==> src/hdl/tli_pkg.sv <==
// Shared constants, codes and types for the table linear interpolation block.
package tli_pkg;

  localparam int MAX_POINTS_DEF  = 64;
  localparam int VALUE_WIDTH_DEF = 32;

  localparam int IDX_W     = 6;
  localparam int X_W       = 32;
  localparam int CNT_W     = 7;
  localparam int STATUS_W  = 2;
  localparam int PADDR_W   = 3;
  localparam int PDATA_W   = 32;
  localparam int S_TDATA_W = ((IDX_W + 2 * X_W + 7) / 8) * 8;

  localparam int DIVIDEND_W = 2 * X_W;
  localparam int DIVISOR_W  = X_W;
  localparam int DIV_CNT_W  = $clog2(DIVIDEND_W);

  localparam logic CMD_LOAD  = 1'b0;
  localparam logic CMD_QUERY = 1'b1;

  localparam logic REG_POINT_COUNT = 1'b0;

  localparam logic [STATUS_W-1:0] STATUS_OK       = 2'd0;
  localparam logic [STATUS_W-1:0] STATUS_FEW_PTS  = 2'd1;
  localparam logic [STATUS_W-1:0] STATUS_ZERO_DX  = 2'd2;

  typedef struct packed {
    logic busy;
    logic done;
  } tli_div_stat_t;

endpackage

==> src/hdl/tli_div.sv <==
// Bit-serial restoring divider: 64-bit dividend by 32-bit divisor, one bit per cycle.
module tli_div (
  input  logic                           clk,
  input  logic                           rst,
  input  logic                           start,
  input  logic [tli_pkg::DIVIDEND_W-1:0] dividend,
  input  logic [tli_pkg::DIVISOR_W-1:0]  divisor,
  output tli_pkg::tli_div_stat_t         stat,
  output logic [tli_pkg::DIVIDEND_W-1:0] quotient,
  output logic [tli_pkg::DIVISOR_W-1:0]  remainder
);
  import tli_pkg::*;

  logic                  busy;
  logic                  done;
  logic [DIV_CNT_W-1:0]  cnt;
  logic [DIVIDEND_W-1:0] acc;
  logic [DIVISOR_W-1:0]  rem;
  logic [DIVISOR_W-1:0]  dvs;
  logic [DIVISOR_W:0]    trial;
  logic [DIVISOR_W:0]    diff;
  logic                  ge;

  assign trial = {rem, acc[DIVIDEND_W-1]};
  assign ge    = trial >= {1'b0, dvs};
  assign diff  = trial - {1'b0, dvs};

  always_ff @(posedge clk) begin
    if (rst) begin
      busy <= 1'b0;
      done <= 1'b0;
      cnt  <= '0;
    end else begin
      if (start) begin
        busy <= 1'b1;
        done <= 1'b0;
        cnt  <= '0;
        acc  <= dividend;
        dvs  <= divisor;
        rem  <= '0;
      end else if (busy) begin
        acc <= {acc[DIVIDEND_W-2:0], ge};
        rem <= ge ? diff[DIVISOR_W-1:0] : trial[DIVISOR_W-1:0];
        cnt <= cnt + DIV_CNT_W'(1);
        if (cnt == DIV_CNT_W'(DIVIDEND_W - 1)) begin
          busy <= 1'b0;
          done <= 1'b1;
        end else begin
          done <= 1'b0;
        end
      end else begin
        done <= 1'b0;
      end
    end
  end

  assign stat.busy = busy;
  assign stat.done = done;
  assign quotient  = acc;
  assign remainder = rem;

endmodule

==> config.mk <==
export PLATFORM = sky130hd
export DESIGN_NAME = tli_div
export DESIGN_NICKNAME = d
export VERILOG_FILES = /design/src/hdl/tli_pkg.sv /design/src/hdl/tli_div.sv
export SDC_FILE = /design/constraint.sdc
export NUM_CORES = 1
export LEC_CHECK = 0
export CAP_MARGIN = 25
export CORE_ASPECT_RATIO = 0.75
export CORE_MARGIN = 4
export CORE_UTILIZATION = 35
export DETAILED_ROUTE_END_ITERATION = 8
export DONT_BUFFER_PORTS = 1
export SKIP_LAST_GASP = 1
export SYNTH_ARGS = -nofsm -noshare
export SYNTH_HDL_FRONTEND = slang
export SYNTH_SLANG_ARGS = --single-unit
==> constraint.sdc <==
create_clock -name clk -period 7.14 [get_ports clk]
set_clock_uncertainty 0.2 [all_clocks]
set_input_delay 0 -clock clk [delete_from_list [all_inputs] [get_ports clk]]
set_output_delay 0 -clock clk [all_outputs]
set_load 0.005 [all_outputs]
## Word level (Yosys, flattened, before mapping)

Index checks and enable logic that the tools add are counted.

- Flip-flop bits (word level): 136
- Output and inout bits: 98

- Add/subtract/negate cells: 2
- Magnitude comparators: 1
- Equality and inequality tests: 1
- Multiplexer cells: 8
- Bitwise gates (word level): 2
- Reductions and logical operators: 5

Operator list:

| operator | count |
|---|---|
| $mux 64 | 2 |
| $mux 32 | 2 |
| $ge 33x32->1 | 1 |
| $sub 32x32->32 | 1 |
| $add 6x1->6 const B | 1 |
| $eq 6x6->1 const B | 1 |
| $mux 1 | 4 |
| $reduce_and 2->1 | 2 |
| $reduce_or 3->1 | 1 |
| $not 1->1 | 2 |
| $reduce_bool 2->1 | 1 |
| $reduce_or 2->1 | 1 |

## Depth between registers and ports, before layout

Gate-level depths: netlist of the first run.

- Word-level depth: 4
- Mapped depth: 12
- Depth with buffers taken out: 11

## Least setup slack after synthesis of the first run

No wires, ideal clock.

- Path kind: reg2reg
- From: register busy
- To: register busy
- Library setup time: 0.078 ns
- Data arrival time: 5.805 ns
- Data required time: 6.862 ns
- Path slack: 1.057 ns
- Cell stages (with the launch flop): 5
- Path buffers: 1
- Clock period less this slack: 6.083 ns
- Path through: dfxtp_1 > clkbuf_1 > inv_1 > a21oi_1 > o31a_1

- Cells in the longest elaborated chain, start to end: 2

Ends and longest elaborated chain:

| item | RTL line | source |
|---|---|---|
| from (decl) | tli_div.sv:14 | `logic busy;` |
| from (signal assigned) | tli_div.sv:30 | `busy <= 1'b0;` |
| from (signal assigned) | tli_div.sv:35 | `busy <= 1'b1;` |
| from (signal assigned) | tli_div.sv:46 | `busy <= 1'b0;` |
| $mux 1 | tli_div.sv:41 | `end else if (busy) begin` |
| $mux 1 | tli_div.sv:34 | `if (start) begin` |

No other way between the ends.
A chain may end at the register's enable or synchronous reset.

## Worst setup path in the final report of the first run

- From: register rem[2] (netlist: remainder[2])
- To: register rem[26] (netlist: remainder[26]) (data pin)

- Cells in the longest elaborated chain, start to end: 3
- Elaborated cells between the ends (all ways): 4
- Classes of those cells: 1 x add/sub; 1 x order compare; 2 x mux

Ends and longest elaborated chain:

| item | RTL line | source |
|---|---|---|
| from (decl) | tli_div.sv:18 | `logic [DIVISOR_W-1:0] rem;` |
| from (signal assigned) | tli_div.sv:43 | `rem <= ge ? diff[DIVISOR_W-1:0] : trial[DIVISOR_W-1:0];` |
| $sub 32x32->32 or $ge 33x32->1 (tied branches) | tli_div.sv:26, tli_div.sv:25 |  |
| $mux 32 * | tli_div.sv:43 |  |
| $mux 32 * | tli_div.sv:41 |  |

Mark *: on every way between the ends. The rest lies on a longest branch, timed or not. The select of a mux whose other input is x is not followed.

==> results of run 1 <==
-- logic make-up (layout without fill, tap and decap cells) --
family	Yosys count	count (layout)	share of synthesized area [%]
compound gates	129	129	12.5
fa+ha+maj	34	34	5.72
flops	136	136	52.9
buf+inv	76	202	4.30
simple gates	148	148	9.28
mux	82	82	11.9
xor+xnor	29	29	3.36
-- worst max-delay path, delay by kind of cell, from the launching register on --
| kind | cells | cell delay, ns |
|---|---|---|
| flip-flops | 1 | 0.46 |
| buffers and inverters | 2 | 1.07 |
| adder cells (fa/ha/maj) | 1 | 0.39 |
| AND/OR/NAND/NOR | 2 | 0.24 |
| AO/OA/AOI/OAI | 6 | 1.57 |
-- metal layers --
metal / global-route usage [%] / vias to the layer above / wire length (um)
met5: 0 / - / 0
li1: - / 2581 / -
met4: 5.32 / 0 / 353
met1: 19.6 / 2595 / 8150
met3: 6.14 / 25 / 1610
met2: 25.7 / 217 / 9010
-- sequential cells by signal (all words and copies together), names as in the netlist --
register	cells
cnt	6
dvs	32
done	1
quotient	64
remainder	32
busy	1
-- where the power goes --
group | total [uW] | internal [uW] | leakage (uW) | switching [uW]
Sequential | 1010 | 958 | 0.00129 | 56.3
Combinational | 586 | 269 | 0.00210 | 317
Clock | 904 | 501 | 0.000295 | 403
Total | 2500 | 1730 | 0.00368 | 776
-- timing repair --
action | CTS | global route
hold buffers | 120 | 2
endpoints found under the hold margin | 200 | 2
setup endpoints to repair | 0 | 0
-- worst max-delay path by stage --
stage | slack (ns) | cells after the start | start | end
final | 3.07 | 11 | remainder[2] | remainder[26]
after global routing | 2.85 | 11 | remainder[2] | remainder[26]
after CTS | 3.04 | 11 | remainder[2] | remainder[26]
after detailed placement | 3.44 | 10 | remainder[2] | remainder[28]
after global placement | 3.56 | 10 | remainder[2] | remainder[29]
after floorplan | 1.06 | 4 | busy | busy
-- per-stage QoR --
step | std cells | utilization [%]
final | 1048 | 45.7
after global routing | 1048 | 45.7
after CTS | 1045 | 45.5
after detailed placement | 893 | 36.8
after global placement | 893 | 36.8
after floorplan | 634 | -
-- area by class of cell --
| cell class | instances | area (um2) | area share (%) |
|---|---|---|---|
| Sequential cell | 136 | 4000 | 41.4 |
| Multi-Input combinational cell | 422 | 3250 | 33.6 |
| Inverter | 44 | 165 | 1.71 |
| Timing Repair Buffer | 126 | 1290 | 13.3 |
| Tap cell | 288 | 360 | 3.72 |
| Clock buffer | 17 | 425 | 4.39 |
| Clock inverter | 15 | 185 | 1.91 |
-- cell usage in the layout, fill, tap and decap left out, types with 3 or more instances in the layout --
master         netlist  final
nand4_1             12     12
clkinv_8             0      4
dlygate4sd3_1        0    121
edfxtp_1           128    128
nand3_1              9      9
inv_8                0      3
buf_4                2      3
a21boi_0             3      3
nor2_1              58     57
mux2i_1             18     18
ha_1                33     33
xor2_1              10     10
a211oi_1             6      6
o21ai_0             13     13
nor3_1              10     10
or2_2                5      5
inv_6                0      3
and4_1               3      3
clkbuf_16            0     17
o31ai_1              6      6
inv_1               43     43
nand2_1             28     28
dfxtp_1              8      8
o21bai_1             3      3
a21o_1              17     17
nand2b_1            11     11
o22ai_1              4      4
a211oi_2             8      8
nor3b_1              3      3
o21a_1               8      8
a21oi_1             32     31
o211ai_1             3      3
xnor2_1             19     19
mux2_2              64     64
a211o_1              3      3
a31oi_1              4      4
==> impl_metrics.py, run 1 <==
metrics = {
    "hold_path": {
        "hold_class": "in2reg",
        "holdPathEnd": "dvs[20]",
        "min_path_cells": 1,
        "hp-start": "divisor[20]",
    },
    "synthesis": {
        "synthFlopType": "edfxtp_1",
        "netlist.area_leader.share_pct": 50.8,
        "ys_async_sr_fraction_pct": 0,
        "yosysSeqAreaShare_pct": 52.9,
        "synthMostInstantiatedCell": "edfxtp_1",
        "synth_cell_type_count": 60,
        "synth_area_leaders": "edfxtp_1 51%, mux2_2 9.5%, ha_1 5.5%, nor2_1 2.9%, mux2i_1 2.4%",
        "syn-num-nets": 767,
        "synth-edff-count": 128,
        "ys_ff_latch": 136,
        "syn_area_per_cell_um2": 11.9,
        "ys_warn_count": 0,
        "synth_commonest_cells": "128 x edfxtp_1, 64 x mux2_2, 58 x nor2_1, 43 x inv_1, 33 x ha_1",
        "syn-cell-area_um2": 7560,
        "syn_inst": 634,
        "synth_top_cell_by_area": "edfxtp_1",
    },
    "floorplanning": {
        "num_rows": 46,
        "ios": 197,
        "core_area_um2": 21200,
        "die_h_um": 135,
        "dieArea_um2": 24000,
        "start_util_pct": 35.7,
        "die_w_um": 178,
    },
    "drt": {
        "first_pass_iters": 7,
        "ant_nets": 0,
        "viasPerCell": 5.17,
        "detail_route.wl_per_cell_um": 18.2,
        "drt-initial-drc-count": 312,
        "drcViolationCount": 0,
        "dr_total_vias": 5418,
        "wirelength_um": 19100,
    },
    "timing": {
        "finalSetupTns_ns": 0,
        "min_period_ns": 4.07,
        "rsz0062_at_grt": "no",
        "period_share_pct": 57.1,
        "worst_pin_slew_ns": 0.795,
        "setup_slack_ns": 3.07,
        "drv_slew": 0,
        "slew_headroom_pct": 47.0,
        "clock.fmax_mhz": 245,
        "hold_viol": 0,
        "finalSetupViolCount": 0,
        "hold_slack_ns": 0.0266,
    },
    "place": {
        "gp_congestion": 0.858,
        "dp_slack_ns": 3.44,
        "place_hpwl_um": 13300,
        "port_buffers": 0,
        "placed_area_um2": 7800,
    },
    "pwr": {
        "powerDensity_nw_per_um2": 259,
        "total_power_uw": 2500,
        "peakVddDrop_v": 0.000162,
        "power_leakage_uw": 0.00368,
    },
    "setup_path": {
        "max_stage_delay_ns": 0.56,
        "reg2reg_slack_ns": 3.07,
        "path_class": "reg2reg",
        "crit_path_end_kind": "flop",
        "r2r_end": "remainder[26]",
        "arrival_ns": 4.18,
        "slowest_stage": "dlygate4sd3_1",
        "cp-start-kind": "flop",
        "worstPathRequired_ns": 7.24,
        "cp_common_cell": "a211oi_2",
        "worstRegToRegCells": 11,
        "path_cells": "ha_1 > nand2_1 > a211oi_2 > o31a_4 > a41oi_2 > a21o_1 > a21oi_4 > buf_4 > nor2_1 > a211oi_2 > dlygate4sd3_1",
        "cp_max_fo": 33,
        "timing.rr.start": "remainder[2]",
    },
    "cells_and_area": {
        "nFillCells": 1950,
        "antenna_cells": 0,
        "final_nets": 880,
        "syn_to_final_growth_pct": 28.0,
        "design_area_um2": 9680,
        "drive_gt1_share_pct": 16.2,
    },
    "clock_network": {
        "cts_max_level": 4,
        "cts_root_buffer": "clkbuf_16",
        "clkLatencyLatePin_ns": 0.43,
        "postCtsSetupBuffers": 0,
        "path_clk_slew_ns": 0.07,
        "cts_tree": "yes",
        "cts_made_buffers": 17,
        "cts.path.max_buffers": 2,
        "clock-sinks": 136,
        "cts_resized": 0,
    },
    "global_routing": {
        "antenna_found_initial": 0,
        "globalRouteOverflowTotal": 0,
        "track_usage_pct": 15.9,
        "grt_max_degree": 95,
        "grt_pass1_wl_um": 29800,
        "grt_pass1_vias": 5583,
    },
    "run": {
        "drv_cap": 0,
    },
    "run_status": {
        "status": "complete, no violations",
    },
}
No activity file was read; power rests on OpenSTA's default activity.
==> run 2, diff against run 1 <==
- clock period: 7.14 -> 4.1 ns (I/O delays scaled with it)
==> impl_metrics.py, run 2 (synthesis results as in run 1) <==
metrics = {
    "cells_and_area": {
        "layout_commonest_cell": "edfxtp_1",
        "final_cell_mix": "128 x edfxtp_1, 120 x dlygate4sd3_1, 64 x mux2_2, 57 x nor2_1, 43 x inv_1",
        "multi_input_area_um2": 3250,
        "nFillCells": 1945,
        "antenna_cells": 0,
        "stdcell_count": 1048,
        "design_area_um2": 9630,
        "final_nets": 880,
        "syn_to_final_growth_pct": 27.3,
        "drive_gt1_share_pct": 16.3,
        "largest_reg_flops": 64,
        "seq_area_um2": 4000,
    },
    "clock_network": {
        "clkLatencyLatePin_ns": 0.42,
        "clock-sinks": 136,
        "cts_tree": "yes",
        "cts_max_level": 4,
        "cts.path.max_buffers": 2,
        "cts_root_buffer": "clkbuf_16",
        "cts_made_buffers": 17,
        "path_clk_slew_ns": 0.07,
    },
    "setup_path": {
        "timing.rr.start": "quotient[63]",
        "crit_start": "quotient[63]",
        "cp-start-kind": "flop",
        "cp_max_fo": 3,
        "crit_path_end_kind": "flop",
        "worstPathRequired_ns": 4.07,
        "arrival_ns": 3.64,
        "path_class": "reg2reg",
    },
    "global_routing": {
        "track_usage_pct": 16.0,
        "grt_max_degree": 95,
        "grt_pass1_wl_um": 30200,
        "globalRouteOverflowTotal": 0,
        "grt_pass1_vias": 5645,
        "antenna_found_initial": 0,
    },
    "pwr": {
        "power_leakage_uw": 0.00366,
        "powerDensity_nw_per_um2": 444,
        "total_power_uw": 4270,
        "peakVddDrop_v": 0.000294,
    },
    "timing": {
        "finalSetupTns_ns": 0,
        "setup_slack_ns": 0.430,
        "min_period_ns": 3.67,
        "finalSetupViolCount": 0,
        "clock.fmax_mhz": 272,
        "rsz0062_at_grt": "no",
        "period_share_pct": 89.5,
        "slew_headroom_pct": 45.0,
        "worst_pin_slew_ns": 0.825,
        "drv_slew": 0,
        "hold_viol": 0,
    },
    "run": {
        "drv_cap": 0,
    },
    "drt": {
        "detail_route.wl_per_cell_um": 18.6,
        "wirelength_um": 19500,
        "ant_nets": 0,
        "drcViolationCount": 0,
        "viasPerCell": 5.23,
        "first_pass_iters": 5,
        "drt-initial-drc-count": 322,
        "dr_total_vias": 5485,
    },
    "place": {
        "port_buffers": 0,
        "dp.cells": 894,
        "place_hpwl_um": 13400,
        "gp_congestion": 0.854,
        "placed_area_um2": 7810,
        "dp_slack_ns": 0.585,
    },
    "floorplanning": {
        "ios": 197,
        "num_rows": 46,
        "start_util_pct": 35.7,
        "die_w_um": 178,
        "dieArea_um2": 24000,
        "core_area_um2": 21200,
        "die_h_um": 135,
    },
    "hold_path": {
        "hold_class": "in2reg",
        "hp-start": "divisor[4]",
    },
    "run_status": {
        "status": "complete, no violations",
    },
}
[run 2: cell types whose count changed in the layout (fill, tap and decap cells not counted), sizes merged]
| cell | change |
|---|---|
| buf | +1 |
| inv | +3 |
| bufinv | -1 |
| clkinv | -2 |
| dlygate4sd3 | -1 |
[run 2: worst paths after layout]
check                                endpoint  slack (ns)  cells after the start
worst max-delay path            remainder[26]        0.43                     12
worst max register to register  remainder[26]        0.43                     12
worst min register to register         cnt[5]        0.32                      2
worst min-delay path                   dvs[4]        0.02                      1
[run 2: routing by layer]
layer	wire length (um)	share of wire (%)	track usage (%)
met5	0	0	0
met4	267	1.4	4.89
met3	1780	9.1	6.58
met2	9280	48	25.8
met1	8170	42	19.8
[run 2: critical path, stage by stage (launching register included)]
cell and delay (ns):
edfxtp_1 0.45, inv_1 0.07, ha_1 0.21, fa_1 0.40, nand2b_1 0.19, a21o_1 0.21, a21oi_1 0.27, o21ai_1 0.20
a21oi_1 0.23, o22ai_1 0.12, xnor2_1 0.20, a211oi_2 0.09, dlygate4sd3_1 0.58
[run 2: timing repair]
item / in CTS / in global routing
resized for setup: 0 / 0
hold buffers: 119 / 2
endpoints found under the hold margin: 200 / 2
setup endpoints to repair: 0 / 0
buffers inserted: 0 / 0
[run 2: stage by stage]
step | hold WS, ns | utilization [%]
after global routing | 0.00238 | 45.4
final | 0.0194 | 45.4
after detailed placement | -0.101 | 36.9
after CTS | 0.000164 | 45.2
after global placement | -0.101 | 36.9
after floorplan | -0.101 | -
[run 2: area by class of cell]
type / instances / share of cell area, %
timing repair buffer: 126 / 13.4
clock inverter: 15 / 1.38
inverter: 44 / 1.72
sequential: 136 / 41.6
multi-input combinational: 422 / 33.8
clock buffer: 17 / 4.42
tap: 288 / 3.74
[run 2: power breakdown]
part / total, uW / switching, uW / internal, uW
Combinational: 1030 / 559 / 472
Clock: 1470 / 673 / 800
Sequential: 1770 / 98.9 / 1670
==> run 3, diff against run 2 <==
- MAX_ROUTING_LAYER: default -> met4
==> impl_metrics.py, run 3 (synthesis results as in run 1) <==
metrics = {
    "drt": {
        "drcViolationCount": 0,
        "wirelength_um": 19500,
        "ant_nets": 0,
        "detail_route.wl_per_cell_um": 18.7,
        "first_pass_iters": 4,
        "viasPerCell": 5.24,
        "drt-initial-drc-count": 293,
        "dr_total_vias": 5490,
    },
    "cells_and_area": {
        "final_nets": 879,
        "nFillCells": 1942,
        "seq_area_um2": 4000,
        "final_cell_mix": "128 x edfxtp_1, 119 x dlygate4sd3_1, 64 x mux2_2, 57 x nor2_1, 43 x inv_1",
        "antenna_cells": 0,
        "stdcell_count": 1047,
        "drive_gt1_share_pct": 16.2,
        "multi_input_area_um2": 3250,
        "layout_commonest_cell": "edfxtp_1",
        "syn_to_final_growth_pct": 27.5,
        "largest_reg_flops": 64,
    },
    "floorplanning": {
        "die_w_um": 178,
        "core_area_um2": 21200,
        "num_rows": 46,
        "ios": 197,
        "start_util_pct": 35.7,
        "dieArea_um2": 24000,
        "die_h_um": 135,
    },
    "setup_path": {
        "path_class": "reg2reg",
        "path_cells": "inv_1 > ha_1 > fa_1 > nand2b_1 > a21o_1 > a21oi_1 > o21ai_1 > a21oi_1 > o22ai_1 > xnor2_1 > a211oi_2 > dlygate4sd3_1",
        "slowest_stage": "dlygate4sd3_1",
        "crit_path_end_kind": "flop",
        "timing.rr.start": "quotient[63]",
        "reg2reg_slack_ns": 0.46,
        "cp_max_fo": 3,
        "cp.depth": 12,
        "worstPathRequired_ns": 4.08,
        "max_stage_delay_ns": 0.57,
        "r2r_end": "remainder[26]",
        "cp_top_family": "compound AO/OA/AOI/OAI gates",
        "crit_start": "quotient[63]",
        "worst-path-buf-inv": 2,
        "worstSetupEndpoint": "remainder[26]",
        "cp-start-kind": "flop",
        "worstRegToRegCells": 12,
        "arrival_ns": 3.61,
        "cp_common_cell": "a21oi_1",
    },
    "clock_network": {
        "cts_resized": 0,
        "cts_root_buffer": "clkbuf_16",
        "cts_tree": "yes",
        "clkLatencyLatePin_ns": 0.42,
        "path_clk_slew_ns": 0.07,
        "cts_made_buffers": 17,
        "clock-sinks": 136,
        "cts.path.max_buffers": 2,
        "cts_max_level": 4,
    },
    "timing": {
        "finalSetupTns_ns": 0,
        "hold_viol": 0,
        "finalSetupViolCount": 0,
        "period_share_pct": 88.8,
        "rsz0062_at_grt": "no",
        "drv_slew": 0,
        "clock.fmax_mhz": 275,
        "min_period_ns": 3.64,
        "slew_headroom_pct": 46.0,
        "hold_slack_ns": 0.0240,
        "worst_pin_slew_ns": 0.811,
    },
    "pwr": {
        "powerDensity_nw_per_um2": 452,
        "power.share.clock_pct": 35.9,
        "p_switching_uw": 1310,
        "total_power_uw": 4360,
        "power_leakage_uw": 0.00367,
        "seqPwrFrac_pct": 40.6,
        "swShare_pct": 30.0,
        "combPwrFrac_pct": 23.6,
        "peakVddDrop_v": 0.000290,
        "intPower_uw": 3050,
    },
    "hold_path": {
        "hold_class": "in2reg",
    },
    "place": {
        "place_hpwl_um": 13500,
        "dp.cells": 894,
        "gp_congestion": 0.868,
        "port_buffers": 0,
    },
    "global_routing": {
        "globalRouteOverflowTotal": 0,
        "antenna_found_initial": 0,
        "grt_pass1_vias": 5669,
        "grt_pass1_wl_um": 30000,
        "track_usage_pct": 16.4,
        "grt_max_degree": 95,
    },
    "run": {
        "drv_cap": 0,
    },
    "run_status": {
        "status": "complete, no violations",
    },
}
[run 3: cell types whose count changed in the layout (fill, tap and decap cells not counted)]
cell / delta
bufinv_16: +2
inv_8: -2
buf_12: +1
clkinv_1: +1
inv_6: +1
dlygate4sd3_1: -1
clkinv_4: -2
buf_16: -1
[run 3: metal layers]
metal / GRT usage (%) / routed length (um) / vias to the layer above
met5: - / 0 / -
met4: 4.42 / 261 / 0
met3: 5.75 / 1730 / 15
met2: 25.7 / 9270 / 242
met1: 20.2 / 8280 / 2656
li1: - / - / 2577
[run 3: worst min path at each step]
stage | from | to | slack, ns | cells past startpoint
after global placement | divisor[13] | dvs[13] | -0.10 | 0
after floorplan | divisor[0] | dvs[0] | -0.10 | 0
after CTS | divisor[22] | dvs[22] | 0.001 | 1
after global routing | divisor[18] | dvs[18] | 0.008 | 1
after detailed placement | divisor[24] | dvs[24] | -0.10 | 0
final | divisor[4] | dvs[4] | 0.02 | 1
[run 3: power by group through the flow]
stage | combinational [uW] | clock (uW) | sequential, uW
final | 1030 | 1560 | 1770
after global routing | 1130 | 1650 | 1780
after CTS | 1020 | 1600 | 1770
after detailed placement | 902 | 0 | 1800
after global placement | 889 | 0 | 1800
after floorplan | 767 | 0 | 1760
[run 3: metrics by stage]
stage	area [um2]	utilization, %	worst slack [ns]
finish	9640	45.5	0.460
CTS	9620	45.4	0.493
detailed placement	7810	36.9	0.608
floorplan	7570	-	0.0125
global placement	7810	36.9	0.668
global route	9640	45.5	0.295
[run 3: repair_timing]
action | CTS | global route
hold buffers | 120 | 0
endpoints found under the hold margin | 200 | 0
buffers inserted | 0 | 0
[run 3: cell type report]
cell class / instances / share of cell area, %
timing repair buffer: 125 / 13.2
sequential: 136 / 41.5
clock inverter: 15 / 1.71
inverter: 44 / 1.71
multi-input combinational: 422 / 33.7
clock buffer: 17 / 4.41
tap: 288 / 3.74
[run 3: worst reg2reg max path, cell delays in order (launching register included)]
cell           delay (ns)
edfxtp_1             0.45
inv_1                0.07
ha_1                 0.23
fa_1                 0.40
nand2b_1             0.19
a21o_1               0.21
a21oi_1              0.26
o21ai_1              0.18
a21oi_1              0.22
o22ai_1              0.12
xnor2_1              0.21
a211oi_2             0.09
dlygate4sd3_1        0.57
